File: src/design/dtq_pkg.sv
// Package for the deadline timer queue: command and status codes, back-end states, queue entry type.
// No dependencies.
package dtq_pkg;

  localparam int unsigned NumTimersDefault = 16;
  localparam int unsigned MaxFire          = 16;
  localparam logic [31:0] NoDeadline       = 32'hFFFF_FFFF;
  localparam logic [31:0] MaxTimeoutReset  = 32'hFFFF_FFFE;

  typedef enum logic [2:0] {
    CmdCreate  = 3'd0,
    CmdSet     = 3'd1,
    CmdSetOne  = 3'd2,
    CmdCancel  = 3'd3,
    CmdDestroy = 3'd4,
    CmdPoll    = 3'd5
  } cmd_e;

  typedef enum logic [2:0] {
    StOk       = 3'd0,
    StInvalid  = 3'd1,
    StTooLarge = 3'd2,
    StFull     = 3'd3,
    StOverflow = 3'd4
  } status_e;

  typedef enum logic [2:0] {
    BkIdle,
    BkExec,
    BkScan,
    BkFire,
    BkFinal
  } bk_state_e;

  typedef struct packed {
    logic [2:0]  command;
    logic [3:0]  handle;
    logic [31:0] timeout;
    logic [31:0] user_data;
    logic [63:0] now64;
    logic        too_large;
  } item_t;

endpackage

File: src/design/dtq_front.sv
// Front end: widens the tick count, checks the timeout, pushes items into a
// two-entry queue. Depends on dtq_pkg.
module dtq_front (
  input  logic                 clk_i,
  input  logic                 rst_ni,
  input  logic                 start_i,
  output logic                 busy_o,
  input  logic [2:0]           command_i,
  input  logic [3:0]           handle_i,
  input  logic [31:0]          timeout_i,
  input  logic [31:0]          user_data_i,
  input  logic [31:0]          now_count_i,
  input  logic [31:0]          max_timeout_i,
  input  logic                 pop_i,
  output logic                 avail_o,
  output dtq_pkg::item_t       item_o
);

  logic [31:0]    tick_high_q, tick_high_d, tick_low_q;
  dtq_pkg::item_t mem_q [2];
  logic           wr_q, rd_q;
  logic [1:0]     cnt_q;
  logic           push;
  dtq_pkg::item_t new_item;

  assign busy_o  = (cnt_q == 2'd2);
  assign push    = start_i && !busy_o;
  assign avail_o = (cnt_q != 2'd0);
  assign item_o  = mem_q[rd_q];

  always_comb begin
    tick_high_d = tick_high_q + ((now_count_i < tick_low_q) ? 32'd1 : 32'd0);
    new_item.command   = command_i;
    new_item.handle    = handle_i;
    new_item.timeout   = timeout_i;
    new_item.user_data = user_data_i;
    new_item.now64     = {tick_high_d, now_count_i};
    new_item.too_large = (timeout_i > max_timeout_i);
  end

  always_ff @(posedge clk_i or negedge rst_ni) begin
    if (!rst_ni) begin
      tick_high_q <= '0;
      tick_low_q  <= '0;
      wr_q        <= 1'b0;
      rd_q        <= 1'b0;
      cnt_q       <= '0;
    end else begin
      if (push) begin
        tick_high_q <= tick_high_d;
        tick_low_q  <= now_count_i;
        wr_q        <= ~wr_q;
      end
      if (pop_i) rd_q <= ~rd_q;
      cnt_q <= cnt_q + {1'b0, push} - {1'b0, pop_i};
    end
  end

  always_ff @(posedge clk_i) begin
    if (push) mem_q[wr_q] <= new_item;
  end

`ifndef NO_ASSERTIONS
  a_no_pop_empty: assert property (@(posedge clk_i) disable iff (!rst_ni)
    pop_i |-> avail_o) else $error("pop from empty queue");
  a_cnt_range: assert property (@(posedge clk_i) disable iff (!rst_ni)
    cnt_q != 2'd3) else $error("queue count out of range");
  a_full_busy: assert property (@(posedge clk_i) disable iff (!rst_ni)
    (cnt_q == 2'd2 && !pop_i) |=> busy_o) else $error("full queue not busy");
`endif

endmodule

File: src/design/dtq_back.sv
// Back end: timer table, command execution and the sequential poll scan.
// Depends on dtq_pkg.
module dtq_back #(
  parameter int unsigned NumTimers = dtq_pkg::NumTimersDefault
) (
  input  logic                 clk_i,
  input  logic                 rst_ni,
  input  logic                 avail_i,
  input  dtq_pkg::item_t       item_i,
  output logic                 pop_o,
  output logic                 valid_o,
  output logic [2:0]           status_o,
  output logic [3:0]           result_handle_o,
  output logic                 was_pending_o,
  output logic                 fired_o,
  output logic [31:0]          fired_data_o,
  output logic [31:0]          next_timeout_o,
  output logic                 last_o
);

  localparam int unsigned IdxW = (NumTimers > 1) ? $clog2(NumTimers) : 1;
  localparam int unsigned CntW = $clog2(NumTimers + 1);
  localparam int unsigned FireW = $clog2(dtq_pkg::MaxFire + 1);

  logic [63:0] deadline_q [NumTimers];
  logic [31:0] order_q    [NumTimers];
  logic [31:0] data_q     [NumTimers];
  logic [NumTimers-1:0] alloc_q, pend_q, one_q;
  logic [31:0] arm_cnt_q;

  dtq_pkg::bk_state_e state_q, state_d;
  dtq_pkg::item_t     cur_q;
  logic [CntW-1:0]    scan_q;
  logic [FireW-1:0]   fire_q;
  logic               found_q;
  logic [IdxW-1:0]    best_q;
  logic [63:0]        best_dl_q;
  logic [31:0]        best_ord_q;

  logic               valid_d, wp_d, fired_d, last_d;
  logic [2:0]         status_d;
  logic [3:0]         rh_d;
  logic [31:0]        fd_d, nt_d;

  logic [IdxW-1:0]    sidx, hidx, free_idx;
  logic               free_found, hvalid;
  logic [63:0]        dl_sum;
  logic               dl_ovf;
  logic [63:0]        diff;

  assign sidx = scan_q[IdxW-1:0];
  assign hidx = IdxW'(cur_q.handle);
  assign {dl_ovf, dl_sum} = {1'b0, cur_q.now64} + {33'd0, cur_q.timeout};
  assign diff = best_dl_q - cur_q.now64;
  assign pop_o = (state_q == dtq_pkg::BkIdle) && avail_i;

  always_comb begin
    free_found = 1'b0;
    free_idx   = '0;
    for (int i = NumTimers - 1; i >= 0; i--) begin
      if (!alloc_q[i]) begin
        free_found = 1'b1;
        free_idx   = IdxW'(i);
      end
    end
  end

  always_comb begin
    hvalid = ({28'd0, cur_q.handle} < 32'(NumTimers)) && alloc_q[hidx] && !one_q[hidx];
  end

  always_comb begin
    state_d = state_q;
    unique case (state_q)
      dtq_pkg::BkIdle:  if (avail_i) state_d = dtq_pkg::BkExec;
      dtq_pkg::BkExec:  state_d = (cur_q.command == dtq_pkg::CmdPoll) ?
                                  dtq_pkg::BkScan : dtq_pkg::BkIdle;
      dtq_pkg::BkScan:  if (scan_q == CntW'(NumTimers - 1)) state_d = dtq_pkg::BkFire;
      dtq_pkg::BkFire:  state_d = (found_q && best_dl_q <= cur_q.now64 &&
                                   fire_q != FireW'(dtq_pkg::MaxFire)) ?
                                  dtq_pkg::BkScan : dtq_pkg::BkIdle;
      default:          state_d = dtq_pkg::BkIdle;
    endcase
  end

  always_comb begin
    valid_d = 1'b0; status_d = dtq_pkg::StOk; rh_d = '0; wp_d = 1'b0;
    fired_d = 1'b0; fd_d = '0; nt_d = '0; last_d = 1'b1;
    unique case (state_q)
      dtq_pkg::BkExec: begin
        if (cur_q.command != dtq_pkg::CmdPoll) valid_d = 1'b1;
        priority case (cur_q.command)
          dtq_pkg::CmdCreate: begin
            if (!free_found) status_d = dtq_pkg::StFull;
            else rh_d = 4'(free_idx);
          end
          dtq_pkg::CmdSet: begin
            rh_d = cur_q.handle;
            if (cur_q.too_large) status_d = dtq_pkg::StTooLarge;
            else if (!hvalid) status_d = dtq_pkg::StInvalid;
            else begin
              wp_d = pend_q[hidx];
              if (dl_ovf) status_d = dtq_pkg::StOverflow;
            end
          end
          dtq_pkg::CmdSetOne: begin
            if (cur_q.too_large) status_d = dtq_pkg::StTooLarge;
            else if (!free_found) status_d = dtq_pkg::StFull;
            else if (dl_ovf) status_d = dtq_pkg::StOverflow;
            else rh_d = 4'(free_idx);
          end
          dtq_pkg::CmdCancel, dtq_pkg::CmdDestroy: begin
            rh_d = cur_q.handle;
            if (!hvalid) status_d = dtq_pkg::StInvalid;
            else wp_d = pend_q[hidx];
          end
          default: ;
        endcase
      end
      dtq_pkg::BkFire: begin
        valid_d = 1'b1;
        if (found_q && best_dl_q <= cur_q.now64 &&
            fire_q != FireW'(dtq_pkg::MaxFire)) begin
          rh_d = 4'(best_q); fired_d = 1'b1; fd_d = data_q[best_q]; last_d = 1'b0;
        end else if (!found_q) nt_d = dtq_pkg::NoDeadline;
        else nt_d = (diff > 64'hFFFF_FFFE) ? 32'd0 : diff[31:0];
      end
      default: ;
    endcase
  end

  always_ff @(posedge clk_i or negedge rst_ni) begin
    if (!rst_ni) begin
      state_q   <= dtq_pkg::BkIdle;
      alloc_q   <= '0;
      pend_q    <= '0;
      one_q     <= '0;
      arm_cnt_q <= '0;
      valid_o   <= 1'b0;
      scan_q    <= '0;
      fire_q    <= '0;
      found_q   <= 1'b0;
    end else begin
      state_q <= state_d;
      valid_o <= valid_d;
      unique case (state_q)
        dtq_pkg::BkIdle: begin
          fire_q <= '0;
        end
        dtq_pkg::BkExec: begin
          scan_q <= '0; found_q <= 1'b0;
          priority case (cur_q.command)
            dtq_pkg::CmdCreate: if (free_found) begin
              alloc_q[free_idx] <= 1'b1; pend_q[free_idx] <= 1'b0;
              one_q[free_idx] <= 1'b0;
            end
            dtq_pkg::CmdSet: if (!cur_q.too_large && hvalid) begin
              pend_q[hidx] <= !dl_ovf;
              if (!dl_ovf) arm_cnt_q <= arm_cnt_q + 32'd1;
            end
            dtq_pkg::CmdSetOne: if (!cur_q.too_large && free_found && !dl_ovf) begin
              alloc_q[free_idx] <= 1'b1; one_q[free_idx] <= 1'b1;
              pend_q[free_idx] <= 1'b1; arm_cnt_q <= arm_cnt_q + 32'd1;
            end
            dtq_pkg::CmdCancel, dtq_pkg::CmdDestroy: if (hvalid) begin
              pend_q[hidx] <= 1'b0;
              if (cur_q.command == dtq_pkg::CmdDestroy)
                alloc_q[hidx] <= 1'b0;
            end
            default: ;
          endcase
        end
        dtq_pkg::BkScan: begin
          scan_q <= scan_q + CntW'(1);
          if (pend_q[sidx] && (!found_q || deadline_q[sidx] < best_dl_q ||
              (deadline_q[sidx] == best_dl_q && order_q[sidx] < best_ord_q))) begin
            found_q <= 1'b1;
          end
        end
        dtq_pkg::BkFire: begin
          scan_q <= '0; found_q <= 1'b0;
          if (fired_d) begin
            fire_q <= fire_q + FireW'(1);
            pend_q[best_q] <= 1'b0;
            if (one_q[best_q]) begin
              alloc_q[best_q] <= 1'b0; one_q[best_q] <= 1'b0;
            end
          end
        end
        default: ;
      endcase
    end
  end

  always_ff @(posedge clk_i) begin
    if (pop_o) cur_q <= item_i;
    status_o <= status_d; result_handle_o <= rh_d; was_pending_o <= wp_d;
    fired_o <= fired_d; fired_data_o <= fd_d; next_timeout_o <= nt_d; last_o <= last_d;
    if (state_q == dtq_pkg::BkScan && pend_q[sidx] && (!found_q ||
        deadline_q[sidx] < best_dl_q ||
        (deadline_q[sidx] == best_dl_q && order_q[sidx] < best_ord_q))) begin
      best_q <= sidx; best_dl_q <= deadline_q[sidx]; best_ord_q <= order_q[sidx];
    end
    if (state_q == dtq_pkg::BkExec) begin
      if (cur_q.command == dtq_pkg::CmdSet && !cur_q.too_large && hvalid) begin
        data_q[hidx]     <= cur_q.user_data;
        deadline_q[hidx] <= dl_sum;
        order_q[hidx]    <= arm_cnt_q;
      end
      if (cur_q.command == dtq_pkg::CmdSetOne && !cur_q.too_large && free_found) begin
        data_q[free_idx] <= cur_q.user_data;
        deadline_q[free_idx] <= dl_sum;
        order_q[free_idx] <= arm_cnt_q;
      end
    end
  end

`ifndef NO_ASSERTIONS
  a_one_alloc: assert property (@(posedge clk_i) disable iff (!rst_ni)
    (one_q & ~alloc_q) == '0) else $error("one-shot entry not allocated");
  a_pend_alloc: assert property (@(posedge clk_i) disable iff (!rst_ni)
    (pend_q & ~alloc_q) == '0) else $error("pending entry not allocated");
  a_fire_limit: assert property (@(posedge clk_i) disable iff (!rst_ni)
    fire_q <= FireW'(dtq_pkg::MaxFire)) else $error("fire count beyond limit");
`endif

endmodule

File: src/design/deadline_timer_queue.sv
// Top level of the deadline timer queue: front end, item queue, back end and
// the max_timeout register. Depends on dtq_pkg, dtq_front, dtq_back.
//
// Commands are taken when start is high and busy low; a two-entry queue
// lets two commands wait behind the one in progress. With the back end idle,
// a non-poll command passes through the queue into the back end, is executed
// there and has its result strobe registered onto valid_o. A poll scans the
// table one entry a cycle; each fired timer, and then the final result, takes a
// full scan of the table and a fire step, up to the fire limit. Results
// appear for one cycle on valid_o and must be taken then; the receiver cannot stall.
module deadline_timer_queue #(
  parameter int unsigned NUM_TIMERS = dtq_pkg::NumTimersDefault
) (
  input  logic        clk_i,
  input  logic        rst_ni,
  input  logic        start,
  output logic        busy,
  input  logic [2:0]  command_i,
  input  logic [3:0]  handle_i,
  input  logic [31:0] timeout_i,
  input  logic [31:0] user_data_i,
  input  logic [31:0] now_count_i,
  input  logic        cfg_valid_i,
  output logic        cfg_ready_o,
  input  logic [31:0] cfg_data_i,
  output logic        valid_o,
  output logic [2:0]  status_o,
  output logic [3:0]  result_handle_o,
  output logic        was_pending_o,
  output logic        fired_o,
  output logic [31:0] fired_data_o,
  output logic [31:0] next_timeout_o,
  output logic        last_o
);

  logic [31:0]    max_timeout_q;
  logic           pop, avail;
  dtq_pkg::item_t item;

  assign cfg_ready_o = 1'b1;

  always_ff @(posedge clk_i or negedge rst_ni) begin
    if (!rst_ni) max_timeout_q <= dtq_pkg::MaxTimeoutReset;
    else if (cfg_valid_i) max_timeout_q <= cfg_data_i;
  end

  dtq_front u_front (
    .clk_i, .rst_ni, .start_i(start), .busy_o(busy), .command_i, .handle_i,
    .timeout_i, .user_data_i, .now_count_i, .max_timeout_i(max_timeout_q),
    .pop_i(pop), .avail_o(avail), .item_o(item)
  );

  dtq_back #(.NumTimers(NUM_TIMERS)) u_back (
    .clk_i, .rst_ni, .avail_i(avail), .item_i(item), .pop_o(pop), .valid_o,
    .status_o, .result_handle_o, .was_pending_o, .fired_o, .fired_data_o,
    .next_timeout_o, .last_o
  );

endmodule
File: config.mk
export PLATFORM = sky130hd
export DESIGN_NAME = deadline_timer_queue
export DESIGN_NICKNAME = d
export VERILOG_FILES = /design/src/design/dtq_pkg.sv /design/src/design/dtq_front.sv /design/src/design/dtq_back.sv /design/src/design/deadline_timer_queue.sv
export SDC_FILE = /design/constraint.sdc
export NUM_CORES = 2
export LEC_CHECK = 0
export ABC_AREA = 1
export BUFFER_PORTS_ARGS = -buffer_cell sky130_fd_sc_hd__buf_2
export CORE_MARGIN = 1.5
export CORE_UTILIZATION = 60
export CTS_BUF_LIST = sky130_fd_sc_hd__clkbuf_4
export CTS_CLUSTER_DIAMETER = 150
export DETAILED_ROUTE_END_ITERATION = 12
export PLACE_DENSITY = 0.75
export SYNTH_ARGS = -nofsm -noshare
export SYNTH_HDL_FRONTEND = slang
export SYNTH_SLANG_ARGS = --single-unit
File: constraint.sdc
create_clock -name clk_i -period 10.9 [get_ports clk_i]
set_input_delay 0.545 -clock clk_i [delete_from_list [all_inputs] [get_ports clk_i]]
set_output_delay 0.545 -clock clk_i [all_outputs]
set_load 0.02 [all_outputs]
==> flow_metrics.py <==
metrics = {
    "routing": {
        "wl_met1_mm": 133.4,
        "drc": 0,
        "dr.max_layer_used": "met5",
        "met3_length_mm": 41.71,
        "vias": 89700,
        "routedWlPerCell_um": 26.00,
        "drt_iter0_markers": 11920,
        "drtAntennaViolNets": 0,
        "drt_first_pass_iters": 8,
        "wl_mm": 372.2,
        "dr_wl_met2_mm": 178.2,
        "vias_per_cell": 6.267,
    },
    "setup_path": {
        "critPathKind": "flip-flop to flip-flop",
        "r2r_cells": 17,
        "regToRegSetupSlack_ps": 3270,
        "cp.arrival_ps": 8700,
        "critPathMaxFanout": 72,
        "startpoint_type": "flip-flop",
        "r2r-start": "u_back.scan_q[0]$_DFFE_PN0P_",
        "cp-end-kind": "flip-flop",
        "reg2reg_to": "u_back.best_ord_q[30]$_DFFE_PP_",
        "cp.required_ps": 11970,
    },
    "cts": {
        "cts-root-buf": "clkbuf_4",
        "cts_tree": "done",
        "postCtsHoldBufs": 338,
        "clk_pin_slew_worst_paths_ps": 60,
        "clock-sinks": 2824,
        "post_cts_resized": 0,
        "worst_skew_pair.late_latency_ps": 1510,
        "cts_buffer_depth": 4,
        "cts_buffers": 710,
        "post-cts-setup-buffers": 0,
        "ctsHtreeMaxLevel": 6,
    },
    "cells_and_area": {
        "multi_input_area_mm2": 0.03259,
        "layout-drive-gt1-share_pct": 13.84,
        "syn_to_final_growth_pct": 13.76,
        "nFillCells": 14140,
        "final_cells": 14310,
        "ff_latch_area_mm2": 0.08315,
        "num-nets-final": 11510,
    },
    "die": {
        "die-area_mm2": 0.2032,
        "core_area_mm2": 0.1995,
        "ios": 216,
        "num_rows": 164,
        "fp.dieH_um": 450.8,
        "initial_core_util_pct": 60.33,
        "die_x_um": 450.8,
    },
    "min_path": {
        "hold_depth": 6,
        "holdPathEnd": "u_front.tick_high_q[0]$_DFFE_PN0P_",
        "min_path_type": "input pin to flip-flop",
        "hp-start": "start",
    },
    "sta": {
        "period_share_pct": 70.01,
        "setup_violations": 0,
        "worst_pin_slew_ps": 1551,
        "fin_tns_setup_ps": 0,
        "setup_ws_ps": 3269,
        "period_needed_ps": 7631,
        "rsz0062_at_grt": "no",
        "hold_violations": 0,
        "fin_skew_ps": 123.7,
        "slew_violations": 17,
        "whs_ps": 122.8,
        "fmax_mhz": 131.0,
        "slew_headroom_pct": -3.729,
    },
    "run": {
        "cap_violations": 1,
    },
    "synthesis": {
        "async_reset_ff_share_pct": 6.870,
        "yosysUniqueCellTypes": 68,
        "synth_ff_type": "edfxtp_1",
        "synth_edf_count": 2556,
        "syn_inst": 10180,
        "synth_fp_nets": 10580,
        "seq_area_frac_synth_pct": 69.09,
        "synth_area_per_cell_um2": 11.82,
        "netlist_area_mm2": 0.1203,
        "ys.warnings.count": 0,
        "ys_seq_elements": 2824,
    },
    "grt": {
        "grt_overflow_total": 0,
        "grt_antenna_before_repair": 21,
        "grtUsageTotal_pct": 36.10,
        "grt_pass1_vias": 88500,
        "grt_pass1_wl_mm": 547.2,
        "grt_max_degree": 184,
    },
    "outcome": {
        "violations": "max-capacitance violations, max-slew violations",
        "run_status": "finished with violations",
    },
    "placement": {
        "detailed_place_hpwl_mm": 204.7,
        "placed_cells_incl_taps": 12710,
        "io_buffers": 214,
        "pre_cts_ws_ps": 3471,
        "gp_congestion": 1.012,
    },
    "power": {
        "p_leak_nw": 50.51,
        "ir_drop_uv": 240.5,
        "power_density_mw_per_mm2": 289.0,
        "p_total_w": 0.03956,
    },
}
worst max-delay path, cell delays in order, from the launching register on:
cell and delay [ps]:
dfrtp_4 630, buf_4 710, nand2_4 610, buf_4 600
o221ai_1 350, a21oi_1 60, o21ai_0 170, o21ai_0 220
ha_1 360, nand2_1 110, nor3_1 950, nand4_1 330
nor4_1 260, nand2_1 90, nand2_1 70, nand2_1 100
inv_4 760, buf_4 680
synthesized netlist by cell type (10+ instances only):
master / count / area [µm²]
o21a_1: 17 / 127.6
dfrtp_1: 163 / 4079
buf_6: 11 / 123.9
a21oi_1: 762 / 3814
xor2_1: 139 / 1217
o21ai_1: 27 / 135.1
a31oi_1: 17 / 106.4
nor2_2: 10 / 62.56
inv_1: 760 / 2853
xnor2_1: 25 / 219.0
o21bai_1: 16 / 120.1
o41a_1: 32 / 360.4
nand4_1: 65 / 406.6
o21ai_0: 852 / 4264
dfxtp_1: 74 / 1481
ha_1: 263 / 3291
clkbuf_1: 422 / 1584
o211ai_1: 52 / 390.4
buf_1: 24 / 90.09
nand2_2: 13 / 81.33
nand3_1: 205 / 1026
o22ai_1: 206 / 1289
nor4_1: 27 / 168.9
nand2_1: 1896 / 7117
nor3_1: 75 / 375.4
o221ai_1: 209 / 1831
buf_2: 19 / 95.09
a22oi_1: 264 / 1982
edfxtp_1: 2556 / 76750
dfstp_2: 31 / 814.5
nor2_1: 837 / 3142
a211oi_1: 10 / 75.07
state kept, by name, indices dropped and copies added, names as in the netlist, 3 cells and up, named ones only:
register	flops
u_back.deadline_q	1024
u_back.data_q	512
u_back.order_q	512
u_front.mem_q	272
u_back.cur_q	132
u_back.best_dl_q	64
max_timeout_q	32
u_back.arm_cnt_q	32
u_back.best_ord_q	32
u_back.fired_data_o	32
u_back.next_timeout_o	32
u_front.tick_high_q	32
u_front.tick_low_q	32
u_back.alloc_q	16
u_back.pend_q	16
u_back.fire_q	5
u_back.scan_q	5
u_back.best_q	4
u_back.hidx	4
u_back.result_handle_o	4
u_back.status_o	3
report_power, final:
part	internal, W	switching, W
Clock	0.00473	0.00432
Sequential	0.0150	0.00104
Combinational	0.00375	0.0107
per-stage QoR:
step                      instance area, µm²  utilization (%)
final                                 136900            68.63
after detailed placement              124400            62.35
after global routing                  136900            68.62
after floorplan                       120300                -
after global placement                124400            62.35
after CTS                             136800            68.61
logic make-up after synthesis:
kind of cell / Yosys count / share of synthesized area, %
compound gates: 2500 / 12.32
xor+xnor: 164 / 1.194
fa+ha+maj: 265 / 2.768
buf+inv: 1256 / 4.018
flops: 2824 / 69.09
mux: 1 / 0.009358
other cells: 1 / 0.003117
simple gates: 3167 / 10.60
routing by layer:
layer	up-vias	global-route usage (%)
met4	10	18.29
met5	-	0.4025
met1	43220	45.54
li1	39010	-
met3	1253	9.151
met2	6198	58.10
cell type report:
class	instances	area share [%]
Sequential cell	2824	60.75
Multi-Input combinational cell	6098	23.81
Clock buffer	1053	5.775
Timing Repair Buffer	692	4.207
Tap cell	2656	2.428
Inverter	777	2.154
Clock inverter	195	0.8528
Antenna cell	17	0.03108
worst max-delay path by stage:
stage	startpoint	end	slack (ps)	cells after the start
5_1_grt	u_back.scan_q[0]$_DFFE_PN0P_	u_back.best_ord_q[31]$_DFFE_PP_	3160	17
4_1_cts	u_back.scan_q[0]$_DFFE_PN0P_	u_back.best_dl_q[52]$_DFFE_PP_	3470	17
6_report	u_back.scan_q[0]$_DFFE_PN0P_	u_back.best_ord_q[30]$_DFFE_PP_	3270	17
3_5_place_dp	u_back.scan_q[0]$_DFFE_PN0P_	u_back.best_ord_q[17]$_DFFE_PP_	3470	17
3_3_place_gp	u_back.scan_q[0]$_DFFE_PN0P_	u_back.best_ord_q[17]$_DFFE_PP_	3500	17
2_1_floorplan	u_back.state_q[1]$_DFFE_PN0P_	u_front.cnt_q[1]$_DFF_PN0_	1780	9
cell usage in the layout, fill, tap and decap left out, types with 13 or more instances in the layout:
| cell | n |
|---|---|
| edfxtp_1 | 2556 |
| nand2_1 | 1893 |
| clkbuf_4 | 1053 |
| o21ai_0 | 851 |
| nor2_1 | 815 |
| a21oi_1 | 761 |
| inv_1 | 754 |
| dlygate4sd3_1 | 337 |
| a22oi_1 | 264 |
| ha_1 | 263 |
| buf_2 | 213 |
| o221ai_1 | 209 |
| o22ai_1 | 206 |
| nand3_1 | 205 |
| dfrtp_1 | 158 |
| xor2_1 | 138 |
| clkinv_1 | 137 |
| buf_4 | 122 |
| nor3_1 | 75 |
| dfxtp_1 | 74 |
| nand4_1 | 65 |
| o211ai_1 | 52 |
| o41a_1 | 32 |
| dfstp_2 | 31 |
| o21ai_1 | 27 |
| nor4_1 | 27 |
| nor2_4 | 25 |
| inv_2 | 23 |
| clkinv_2 | 23 |
| xnor2_1 | 21 |
| buf_12 | 18 |
| diode_2 | 17 |
| a31oi_1 | 17 |
| o21a_1 | 17 |
| o21bai_1 | 16 |
| nand2_2 | 14 |
| bufinv_16 | 13 |
Note: power is estimated with default switching activity, not from simulation.
